--- config.mk ---
export PLATFORM = sky130hd
export DESIGN_NAME = quadratic_bezier_points_core
export DESIGN_NICKNAME = d
export VERILOG_FILES = /design/src/design/qbp_pkg.sv /design/src/design/quadratic_bezier_points_core.sv /design/src/design/qbp_datapath.sv /design/src/design/qbp_ctrl.sv
export SDC_FILE = /design/constraint.sdc
export NUM_CORES = 2
export LEC_CHECK = 0
export BUFFER_PORTS_ARGS = -buffer_cell sky130_fd_sc_hd__buf_2
export CORE_ASPECT_RATIO = 0.9
export CORE_MARGIN = 10
export CORE_UTILIZATION = 45
export DETAILED_ROUTE_END_ITERATION = 8
export SYNTH_ARGS = -nofsm -noshare
export SYNTH_HDL_FRONTEND = slang
export SYNTH_SLANG_ARGS = --single-unit
--- constraint.sdc ---
create_clock -name clk -period 11.56 [get_ports clk]
set_input_delay 1.734 -clock clk [delete_from_list [all_inputs] [get_ports clk]]
set_output_delay 1.734 -clock clk [all_outputs]
set_load 0.005 [all_outputs]
--- src/design/qbp_pkg.sv ---
// shared constants, types and controller codes for the quadratic bezier point core
`default_nettype none

package qbp_pkg;

    localparam int COORD_WIDTH    = 32;
    localparam int SEG_W          = 6;
    localparam int MAX_SEGMENTS   = 63;
    localparam int RESET_SEGMENTS = 10;
    localparam int SQ_W           = 2 * SEG_W;
    localparam int FRAC_W         = 16;
    localparam int WEIGHT_W       = FRAC_W + 1;
    localparam int WEIGHT_ONE     = 1 << FRAC_W;
    localparam int ROUND_HALF     = 1 << (FRAC_W - 1);
    localparam int NUM_W          = SQ_W + FRAC_W;
    localparam int MUL_W          = WEIGHT_W + 1 + COORD_WIDTH;
    localparam int ACC_W          = MUL_W + 2;
    localparam int STEP_W         = $clog2(WEIGHT_W);
    localparam int DIV_LAST       = WEIGHT_W - 1;

    typedef enum logic [2:0] {
        ST_IDLE,
        ST_SETUP,
        ST_DIV,
        ST_MUL,
        ST_ACC,
        ST_WRITE
    } state_t;

    typedef enum logic [1:0] {
        TERM_START,
        TERM_MID,
        TERM_END
    } term_t;

    typedef struct packed {
        logic  load_item;
        logic  setup;
        logic  div_step;
        logic  mul_en;
        term_t term;
        logic  acc_add;
        logic  write_out;
    } cmd_t;

    typedef struct packed {
        logic last_point;
        logic out_free;
    } status_t;

endpackage

`default_nettype wire

--- src/design/quadratic_bezier_points_core.sv ---
// each point passes through setup, division, multiply, accumulate and write, in that order
// one curve of N+1 points is computed at a time, N the segment count; the input stalls until its last point is written
// each point runs the two restoring weight dividers, then the shared multipliers over the three terms
// a new curve is taken while the last point of the previous one waits in the output register
// reset: asynchronous active low, clears control state and sets the segment count to 10
`default_nettype none

module quadratic_bezier_points_core (
    input  wire logic                                    clk,
    input  wire logic                                    rst_n,
    input  wire logic                                    cfg_write,
    input  wire logic [qbp_pkg::SEG_W-1:0]               cfg_data,
    input  wire logic                                    in_valid,
    output logic                                         in_stall,
    input  wire logic signed [qbp_pkg::COORD_WIDTH-1:0]  start_x,
    input  wire logic signed [qbp_pkg::COORD_WIDTH-1:0]  start_y,
    input  wire logic signed [qbp_pkg::COORD_WIDTH-1:0]  mid_x,
    input  wire logic signed [qbp_pkg::COORD_WIDTH-1:0]  mid_y,
    input  wire logic signed [qbp_pkg::COORD_WIDTH-1:0]  end_x,
    input  wire logic signed [qbp_pkg::COORD_WIDTH-1:0]  end_y,
    output logic                                         out_valid,
    input  wire logic                                    out_stall,
    output logic signed [qbp_pkg::COORD_WIDTH-1:0]       point_x,
    output logic signed [qbp_pkg::COORD_WIDTH-1:0]       point_y,
    output logic [qbp_pkg::SEG_W-1:0]                    point_index,
    output logic                                         last_point
);

    qbp_pkg::cmd_t    cmd;
    qbp_pkg::status_t status;

    qbp_ctrl u_ctrl (
        .clk      (clk),
        .rst_n    (rst_n),
        .in_valid (in_valid),
        .in_stall (in_stall),
        .status   (status),
        .cmd      (cmd)
    );

    qbp_datapath u_datapath (
        .clk         (clk),
        .rst_n       (rst_n),
        .cfg_write   (cfg_write),
        .cfg_data    (cfg_data),
        .start_x     (start_x),
        .start_y     (start_y),
        .mid_x       (mid_x),
        .mid_y       (mid_y),
        .end_x       (end_x),
        .end_y       (end_y),
        .cmd         (cmd),
        .status      (status),
        .out_valid   (out_valid),
        .out_stall   (out_stall),
        .point_x     (point_x),
        .point_y     (point_y),
        .point_index (point_index),
        .last_point  (last_point)
    );

endmodule

`default_nettype wire

--- src/design/qbp_datapath.sv ---
// datapath: segment register, weight dividers, shared multipliers, accumulators, output register
`default_nettype none

module qbp_datapath (
    input  wire logic                                    clk,
    input  wire logic                                    rst_n,
    input  wire logic                                    cfg_write,
    input  wire logic [qbp_pkg::SEG_W-1:0]               cfg_data,
    input  wire logic signed [qbp_pkg::COORD_WIDTH-1:0]  start_x,
    input  wire logic signed [qbp_pkg::COORD_WIDTH-1:0]  start_y,
    input  wire logic signed [qbp_pkg::COORD_WIDTH-1:0]  mid_x,
    input  wire logic signed [qbp_pkg::COORD_WIDTH-1:0]  mid_y,
    input  wire logic signed [qbp_pkg::COORD_WIDTH-1:0]  end_x,
    input  wire logic signed [qbp_pkg::COORD_WIDTH-1:0]  end_y,
    input  wire qbp_pkg::cmd_t                           cmd,
    output qbp_pkg::status_t                             status,
    output logic                                         out_valid,
    input  wire logic                                    out_stall,
    output logic signed [qbp_pkg::COORD_WIDTH-1:0]       point_x,
    output logic signed [qbp_pkg::COORD_WIDTH-1:0]       point_y,
    output logic [qbp_pkg::SEG_W-1:0]                    point_index,
    output logic                                         last_point
);

    localparam int CW = qbp_pkg::COORD_WIDTH;
    localparam int SW = qbp_pkg::SEG_W;
    localparam int QW = qbp_pkg::SQ_W;
    localparam int WW = qbp_pkg::WEIGHT_W;
    localparam int NW = qbp_pkg::NUM_W;
    localparam int FW = qbp_pkg::FRAC_W;
    localparam int MW = qbp_pkg::MUL_W;
    localparam int AW = qbp_pkg::ACC_W;

    logic [SW-1:0]        seg_reg;
    logic [SW-1:0]        n_eff;
    logic [SW-1:0]        n_reg;
    logic [QW-1:0]        n2_reg;
    logic [SW-1:0]        i_reg;
    logic signed [CW-1:0] p0x_reg, p0y_reg, p1x_reg, p1y_reg, p2x_reg, p2y_reg;

    logic [SW-1:0]        r_val;
    logic [QW-1:0]        sq_a, sq_c;
    logic [NW-1:0]        num_a, num_c;
    logic [QW-1:0]        rem_a_reg, rem_c_reg;
    logic [WW-1:0]        low_a_reg, low_c_reg;
    logic [WW-1:0]        qa_reg, qc_reg;
    logic [QW:0]          trial_a, trial_c;
    logic                 ge_a, ge_c;
    logic [WW-1:0]        wb;

    logic [WW-1:0]        w_sel;
    logic signed [CW-1:0] px_sel, py_sel;
    logic signed [MW-1:0] prod_x_reg, prod_y_reg;
    logic signed [AW-1:0] acc_x_reg, acc_y_reg;
    logic                 out_valid_reg;
    logic                 out_take;

    // segment count register, cleaned up for use
    always_ff @(posedge clk or negedge rst_n)
    begin
        if (!rst_n)
        begin
            seg_reg <= SW'(qbp_pkg::RESET_SEGMENTS);
        end
        else if (cfg_write)
        begin
            seg_reg <= cfg_data;
        end
    end

    always_comb
    begin
        if (seg_reg == '0)
        begin
            n_eff = SW'(1);
        end
        else if (seg_reg > SW'(qbp_pkg::MAX_SEGMENTS))
        begin
            n_eff = SW'(qbp_pkg::MAX_SEGMENTS);
        end
        else
        begin
            n_eff = seg_reg;
        end
    end

    // divider numerators for the current point
    assign r_val   = n_reg - i_reg;
    assign sq_a    = QW'(r_val) * QW'(r_val);
    assign sq_c    = QW'(i_reg) * QW'(i_reg);
    assign num_a   = {sq_a, FW'(0)} + NW'(n2_reg >> 1);
    assign num_c   = {sq_c, FW'(0)} + NW'(n2_reg >> 1);

    assign trial_a = {rem_a_reg, low_a_reg[WW-1]};
    assign trial_c = {rem_c_reg, low_c_reg[WW-1]};
    assign ge_a    = trial_a >= {1'b0, n2_reg};
    assign ge_c    = trial_c >= {1'b0, n2_reg};

    assign wb = WW'(qbp_pkg::WEIGHT_ONE) - qa_reg - qc_reg;

    always_comb
    begin
        unique case (cmd.term)
            qbp_pkg::TERM_START:
            begin
                w_sel  = qa_reg;
                px_sel = p0x_reg;
                py_sel = p0y_reg;
            end
            qbp_pkg::TERM_MID:
            begin
                w_sel  = wb;
                px_sel = p1x_reg;
                py_sel = p1y_reg;
            end
            qbp_pkg::TERM_END:
            begin
                w_sel  = qc_reg;
                px_sel = p2x_reg;
                py_sel = p2y_reg;
            end
            default:
            begin
                w_sel  = '0;
                px_sel = '0;
                py_sel = '0;
            end
        endcase
    end

    // item registers and arithmetic payload
    always_ff @(posedge clk)
    begin
        if (cmd.load_item)
        begin
            p0x_reg <= start_x;
            p0y_reg <= start_y;
            p1x_reg <= mid_x;
            p1y_reg <= mid_y;
            p2x_reg <= end_x;
            p2y_reg <= end_y;
            n_reg   <= n_eff;
            n2_reg  <= QW'(n_eff) * QW'(n_eff);
        end
        if (cmd.setup)
        begin
            rem_a_reg <= QW'(num_a[NW-1:WW]);
            rem_c_reg <= QW'(num_c[NW-1:WW]);
            low_a_reg <= num_a[WW-1:0];
            low_c_reg <= num_c[WW-1:0];
            qa_reg    <= '0;
            qc_reg    <= '0;
            acc_x_reg <= AW'(qbp_pkg::ROUND_HALF);
            acc_y_reg <= AW'(qbp_pkg::ROUND_HALF);
        end
        if (cmd.div_step)
        begin
            rem_a_reg <= ge_a ? QW'(trial_a - {1'b0, n2_reg}) : QW'(trial_a);
            rem_c_reg <= ge_c ? QW'(trial_c - {1'b0, n2_reg}) : QW'(trial_c);
            low_a_reg <= {low_a_reg[WW-2:0], 1'b0};
            low_c_reg <= {low_c_reg[WW-2:0], 1'b0};
            qa_reg    <= {qa_reg[WW-2:0], ge_a};
            qc_reg    <= {qc_reg[WW-2:0], ge_c};
        end
        if (cmd.mul_en)
        begin
            prod_x_reg <= $signed({1'b0, w_sel}) * px_sel;
            prod_y_reg <= $signed({1'b0, w_sel}) * py_sel;
        end
        if (cmd.acc_add)
        begin
            acc_x_reg <= acc_x_reg + AW'(prod_x_reg);
            acc_y_reg <= acc_y_reg + AW'(prod_y_reg);
        end
        if (cmd.write_out)
        begin
            point_x     <= acc_x_reg[FW +: CW];
            point_y     <= acc_y_reg[FW +: CW];
            point_index <= i_reg;
            last_point  <= (i_reg == n_reg);
        end
    end

    // point counter and output valid
    assign out_take = out_valid_reg && !out_stall;

    always_ff @(posedge clk or negedge rst_n)
    begin
        if (!rst_n)
        begin
            i_reg         <= '0;
            out_valid_reg <= 1'b0;
        end
        else
        begin
            if (cmd.load_item)
            begin
                i_reg <= '0;
            end
            else if (cmd.write_out)
            begin
                i_reg <= i_reg + SW'(1);
            end
            if (cmd.write_out)
            begin
                out_valid_reg <= 1'b1;
            end
            else if (out_take)
            begin
                out_valid_reg <= 1'b0;
            end
        end
    end

    assign out_valid         = out_valid_reg;
    assign status.last_point = (i_reg == n_reg);
    assign status.out_free   = !out_valid_reg || !out_stall;

endmodule

`default_nettype wire

--- src/design/qbp_ctrl.sv ---
// controller state machine sequencing setup, division, multiply and output per point
`default_nettype none

module qbp_ctrl (
    input  wire logic              clk,
    input  wire logic              rst_n,
    input  wire logic              in_valid,
    output logic                   in_stall,
    input  wire qbp_pkg::status_t  status,
    output qbp_pkg::cmd_t          cmd
);

    qbp_pkg::state_t                state_reg, state_next;
    logic [qbp_pkg::STEP_W-1:0]     step_reg, step_next;
    qbp_pkg::term_t                 term_reg, term_next;

    always_ff @(posedge clk or negedge rst_n)
    begin
        if (!rst_n)
        begin
            state_reg <= qbp_pkg::ST_IDLE;
            step_reg  <= '0;
            term_reg  <= qbp_pkg::TERM_START;
        end
        else
        begin
            state_reg <= state_next;
            step_reg  <= step_next;
            term_reg  <= term_next;
        end
    end

    // next state
    always_comb
    begin
        state_next = state_reg;
        step_next  = step_reg;
        term_next  = term_reg;
        unique case (state_reg)
            qbp_pkg::ST_IDLE:
            begin
                if (in_valid)
                begin
                    state_next = qbp_pkg::ST_SETUP;
                end
            end
            qbp_pkg::ST_SETUP:
            begin
                step_next  = '0;
                term_next  = qbp_pkg::TERM_START;
                state_next = qbp_pkg::ST_DIV;
            end
            qbp_pkg::ST_DIV:
            begin
                step_next = step_reg + qbp_pkg::STEP_W'(1);
                if (step_reg == qbp_pkg::STEP_W'(qbp_pkg::DIV_LAST))
                begin
                    state_next = qbp_pkg::ST_MUL;
                end
            end
            qbp_pkg::ST_MUL:
            begin
                unique case (term_reg)
                    qbp_pkg::TERM_START: term_next = qbp_pkg::TERM_MID;
                    qbp_pkg::TERM_MID:   term_next = qbp_pkg::TERM_END;
                    qbp_pkg::TERM_END:   state_next = qbp_pkg::ST_ACC;
                    default:             state_next = qbp_pkg::ST_ACC;
                endcase
            end
            qbp_pkg::ST_ACC:
            begin
                state_next = qbp_pkg::ST_WRITE;
            end
            qbp_pkg::ST_WRITE:
            begin
                if (status.out_free)
                begin
                    state_next = status.last_point ? qbp_pkg::ST_IDLE : qbp_pkg::ST_SETUP;
                end
            end
            default:
            begin
                state_next = qbp_pkg::ST_IDLE;
            end
        endcase
    end

    // outputs
    always_comb
    begin
        cmd       = '0;
        cmd.term  = term_reg;
        in_stall  = (state_reg != qbp_pkg::ST_IDLE);
        unique case (state_reg)
            qbp_pkg::ST_IDLE:  cmd.load_item = in_valid;
            qbp_pkg::ST_SETUP: cmd.setup     = 1'b1;
            qbp_pkg::ST_DIV:   cmd.div_step  = 1'b1;
            qbp_pkg::ST_MUL:
            begin
                cmd.mul_en  = 1'b1;
                cmd.acc_add = (term_reg != qbp_pkg::TERM_START);
            end
            qbp_pkg::ST_ACC:   cmd.acc_add   = 1'b1;
            qbp_pkg::ST_WRITE: cmd.write_out = status.out_free;
            default:           cmd           = '0;
        endcase
    end

endmodule

`default_nettype wire

Yosys cells after proc, flatten, opt, wreduce, memory -nomap -nowiden --
Index checks and enable logic that the tools add are counted.
Word-level totals: register bits after elaboration 600, output and inout port bits 73, logic and storage cells 125
Operators by class: $add $sub $neg 11, multiply operators 5, $lt $le $gt $ge 3, equality and inequality tests 15, mux-type cells 41, reductions and logical operators 20
Operators by type and width (count):
- 32-bit one-hot mux with 3 select lines | 2
- 52-bit 2-to-1 mux | 3
- 17-bit 2-to-1 mux | 7
- 52-bit by 50-bit adder with 52-bit output | 2
- 18-bit by 32-bit multiplier with 50-bit output | 2
- 12-bit 2-to-1 mux | 6
- 28-bit by 11-bit adder with 28-bit output | 2
- 17-bit one-hot mux with 3 select lines | 1
- 6-bit by 6-bit multiplier with 12-bit output | 3
- 13-bit by 12-bit greater-or-equal comparator with 1-bit output | 2
- 6-bit 2-to-1 mux | 4
- 12-bit subtractor | 2
- 3-bit one-hot mux with 6 select lines | 1
- 17-bit subtractor | 1
- 17-bit subtractor, first input constant | 1
- 2-bit nonzero test | 7
- 3-bit 2-to-1 mux | 4
- 5-bit one-hot mux with 2 select lines | 1
- 1-bit 2-to-1 mux | 8
- 2-bit one-hot mux with 2 select lines | 2
- 6-bit by 1-bit adder with 6-bit output, second input constant | 1
- 3-bit by 2-bit == test with 1-bit output, second input constant | 2
- 3-bit == test, second input constant | 2
- 6-bit == test | 1
- other kinds (23) | 28

Depth between registers and ports, before layout --
word-level depth 6, depth in mapped cells 39

Modules after synthesis --
A second synthesis with hierarchy kept.
Second synthesis, totals: cells, all modules 6616, area, all modules 65422.7 sq um
Modules (own cells, without submodules):
- qbp_datapath | instances 1, cells each 6553, area an instance 64812.2 sq um, sequential area each 16723.5 sq um
- qbp_ctrl | instances 1, cells each 63, area an instance 610.6 sq um, sequential area each 250.2 sq um

Worst setup path after synthesis --
Ideal clock, no wire load.
path kind input to register, from in in_valid, to reg u_datapath.n2_reg[0] (enable), setup time 789 ps, arrival 10493 ps, required time 10771 ps, path slack 278 ps, stages 2, buffers on the path 0, cell sequence inv_1 > nor2_1
RTL lines:
- from (decl) | line quadratic_bezier_points_core.sv:13 | input wire logic in_valid,
- to (signal assigned) | line qbp_datapath.sv:143 | n2_reg <= QW'(n_eff) * QW'(n_eff);
- to (decl) | line qbp_datapath.sv:37 | logic [QW-1:0] n2_reg;

Worst setup path after layout --
from reg u_datapath.qa_reg[3], to reg u_datapath.prod_x_reg[42] (data pin)
Between the ends: cells in the longest elaborated chain, start to end 4
RTL lines:
- from (decl) | line qbp_datapath.sv:46 | logic [WW-1:0] qa_reg, qc_reg;
- from (signal assigned) | line qbp_datapath.sv:162 | qa_reg <= {qa_reg[WW-2:0], ge_a};
- 17-bit subtractor (2 in series) | line qbp_datapath.sv:99 | assign wb = WW'(qbp_pkg::WEIGHT_ONE) - qa_reg - qc_reg;
- 17-bit one-hot mux with 3 select lines (*) | line qbp_datapath.sv:103 | unique case (cmd.term)
- 18-bit by 32-bit multiplier with 50-bit output (*) | line qbp_datapath.sv:167 | prod_x_reg <= $signed({1'b0, w_sel}) * px_sel;
- to (signal assigned) | line qbp_datapath.sv:167
- to (decl) | line qbp_datapath.sv:53 | logic signed [MW-1:0] prod_x_reg, prod_y_reg;
Mark *: on every way between the ends. The rest lies on a longest branch, timed or not. A chain may end at the register's enable or synchronous reset.

==> results.json <==
{
  "yosys_warnings": 0,
  "die_w_um": 425,
  "cp_top_family": "adder cells",
  "dieArea_um2": 164000,
  "ys_ff_latch": 569,
  "routedWlPerCell_um": 21.6,
  "portBuffers": 275,
  "grt_overflow_total": 0,
  "multiInputGateArea_um2": 43800,
  "grt_max_degree": 136,
  "initial_utilization_pct": 45.4,
  "area_growth_pct": 9.38,
  "min_to": "u_datapath.point_y[0]",
  "synth_seq_area_share_pct": 25.5,
  "grt_pass1_vias": 51400,
  "critical_path_class": "register to register",
  "register_area_um2": 17000,
  "critPathLaunchType": "register",
  "rows": 133,
  "syn_area_um2": 66500,
  "drc": 0,
  "cts-hold-fix-buffers": 0,
  "cts_resized": 0,
  "utilization_pct": 49.7,
  "cts_sinks": 569,
  "vias": 49100,
  "rsz0062_at_grt": "false",
  "cts_root_buf": "clkbuf_16",
  "dp_hpwl_um": 155000,
  "post-route-min-period_ps": 9990,
  "r2r.worst_path.cells": 33,
  "track_usage_pct": 24.2,
  "first_iter_violations": 4034,
  "min_from": "u_datapath.acc_y_reg[16]",
  "final_max_slew_viol_count": 0,
  "clock_skew_ps": 42.8,
  "r2r_end": "u_datapath.prod_x_reg[42]",
  "status": "completed",
  "crit_top_cell": "fa_1",
  "clk_latency_ps": 710,
  "grt_first_pass_wirelength_um": 305000,
  "drt-total-wl_um": 195000,
  "place_congestion": 0.933,
  "hold_class": "register to register",
  "hold_viol_final": 0,
  "ff2ff_setup_slack_ps": 1570,
  "io_pins": 276,
  "worst_pin_slew_ps": 1290,
  "dp.cells": 8930,
  "worstReg2RegStart": "u_datapath.qa_reg[3]",
  "antenna_left": 0,
  "slowest_stage": "o22ai_4",
  "async_reset_ff_share_pct": 4.04,
  "die_h_um": 385,
  "cts_max_path_buffers": 3,
  "postCtsSetupBuffers": 0,
  "hold_depth": 0,
  "ys.flop_type": "edfxtp_1",
  "cp_data_arrival_time_ps": 10420,
  "fmax_mhz": 100,
  "setup_tns_ps": 0,
  "path_buf_inv": 6,
  "antenna_found_initial": 7,
  "finalCritPeriodShare_pct": 86.4,
  "stdcell_count": 9065,
  "syn_nets": 8542,
  "cts_made_buffers": 70,
  "fill_cells": 13800,
  "drt_pass1_iterations": 6,
  "layout.nets": 8718,
  "drive_gt1_share_pct": 7.99,
  "vias_per_cell": 5.42,
  "syn_inst": 6869,
  "tritoncts": "yes",
  "cap_viol_max_count": 0,
  "slew_headroom_pct": 13.7,
  "clk_pin_slew_ps": 60,
  "h-tree-depth": 3,
  "cp_max_fo": 37,
  "synthDistinctLibCells": 82,
  "synth_edf_count": 546,
  "cp_slowest_stage_delay_ps": 840,
  "avgSynthCellArea_um2": 9.68,
  "coreArea_um2": 146000,
  "cp.required_ps": 11990,
  "setup_viol": 0,
  "end_kind": "register"
}
-- synth_stat cells (11+ instances only) --
master    instances  share of area, %
and3_1           29              0.27
edfxtp_1        546                25
a21oi_1         250               1.9
a22oi_1          95               1.1
a211oi_1         23              0.26
mux2i_1          26              0.39
inv_1          1309               7.4
or2_2            13              0.12
nor2_1          677               3.8
nand2b_1         64              0.60
o22ai_1          12              0.11
a31oi_1          24              0.23
dfrtp_1          21              0.79
xor2_1           73              0.96
ha_1            424               8.0
o21a_1           72              0.81
nand4_1          36              0.34
a221oi_1         11              0.14
buf_1            34              0.19
and2_1           59              0.56
xnor2_1         163               2.1
nor2b_1          62              0.58
nand3_1          50              0.38
clkbuf_1        229               1.3
o21ai_0         159               1.2
a21o_1          156               1.8
o31ai_1          14              0.16
o21bai_1         39              0.44
o21ai_1          28              0.21
nor3_1           59              0.44
fa_1           1046                31
nand2_1         898               5.1
-- cell families after synthesis --
kind of cell               count (synthesis)  share of synthesized area (%)
adders and majority gates               1470                           39.5
AOI/OAI and AO/OA                        981                           9.66
xor gates and xnor gates                 237                           3.14
buffers and inverters                   1583                           8.97
muxes                                     33                          0.510
and+or+nand+nor                         1996                           12.7
DFF                                      569                           25.5
-- worst reg2reg max path, delay by kind of cell, from the launching register on --
family	cells	cell delay, ps
adder cells (fa/ha/maj)	9	4010
AO/OA/AOI/OAI	13	3780
buffers and inverters	6	740
AND/OR/NAND/NOR	3	500
flip-flops	1	410
XOR/XNOR	2	300
-- layout make-up --
| type | instances | area share (%) |
|---|---|---|
| tap | 1957 | 3.37 |
| inverter | 1309 | 6.76 |
| clock inverter | 40 | 0.659 |
| multi-input combinational | 4717 | 60.2 |
| clock buffer | 86 | 2.58 |
| timing repair buffer | 378 | 3.06 |
| sequential | 569 | 23.3 |
| antenna | 9 | 0.0310 |
-- how the worst max path moves through the flow --
stage	cells past startpoint	slack (ps)	to	from
global placement	35	1820	u_datapath.prod_x_reg[42]	u_datapath.qc_reg[1]
finish	33	1570	u_datapath.prod_x_reg[42]	u_datapath.qa_reg[3]
floorplan	2	280	u_datapath.n2_reg[0]	in_valid
global route	33	1200	u_datapath.prod_x_reg[42]	u_datapath.qa_reg[3]
detailed placement	35	1760	u_datapath.prod_x_reg[46]	u_datapath.qc_reg[1]
CTS	33	1700	u_datapath.prod_x_reg[42]	u_datapath.qa_reg[3]
-- stage by stage --
step           area (µm²)  hold WS, ps  setup WS (ps)
6_report            72700          466           1570
5_1_grt             72700          480           1200
4_1_cts             72700          472           1700
3_5_place_dp        70400          459           1760
3_3_place_gp        70300          452           1820
2_1_floorplan       66500          423            278
-- metal layers --
| metal | track usage (%) | up-vias | routed length, µm |
|---|---|---|---|
| met5 | 0 | - | 23 |
| met4 | 9.66 | 4 | 9170 |
| met3 | 5.76 | 352 | 16600 |
| met2 | 37.6 | 1852 | 86400 |
| met1 | 32.6 | 24700 | 83200 |
| li1 | - | 22200 | - |
-- cell usage in the layout, fill, tap and decap left out, types with 59 or more instances in the layout --
master and instances:
ha_1 424, nor3_1 59, xnor2_1 163, a21o_1 156, nand2b_1 63, clkbuf_16 72
buf_4 97, a22oi_1 93, xor2_1 73, nand2_1 894, nor2b_1 60, nor2_1 674
inv_1 1307, buf_2 275, o21a_1 68, edfxtp_1 546, o21ai_0 150, a21oi_1 247
fa_1 1046
Power is not shown: default switching activity piles up to over one toggle a cycle in this logic, so the estimate is an artifact.
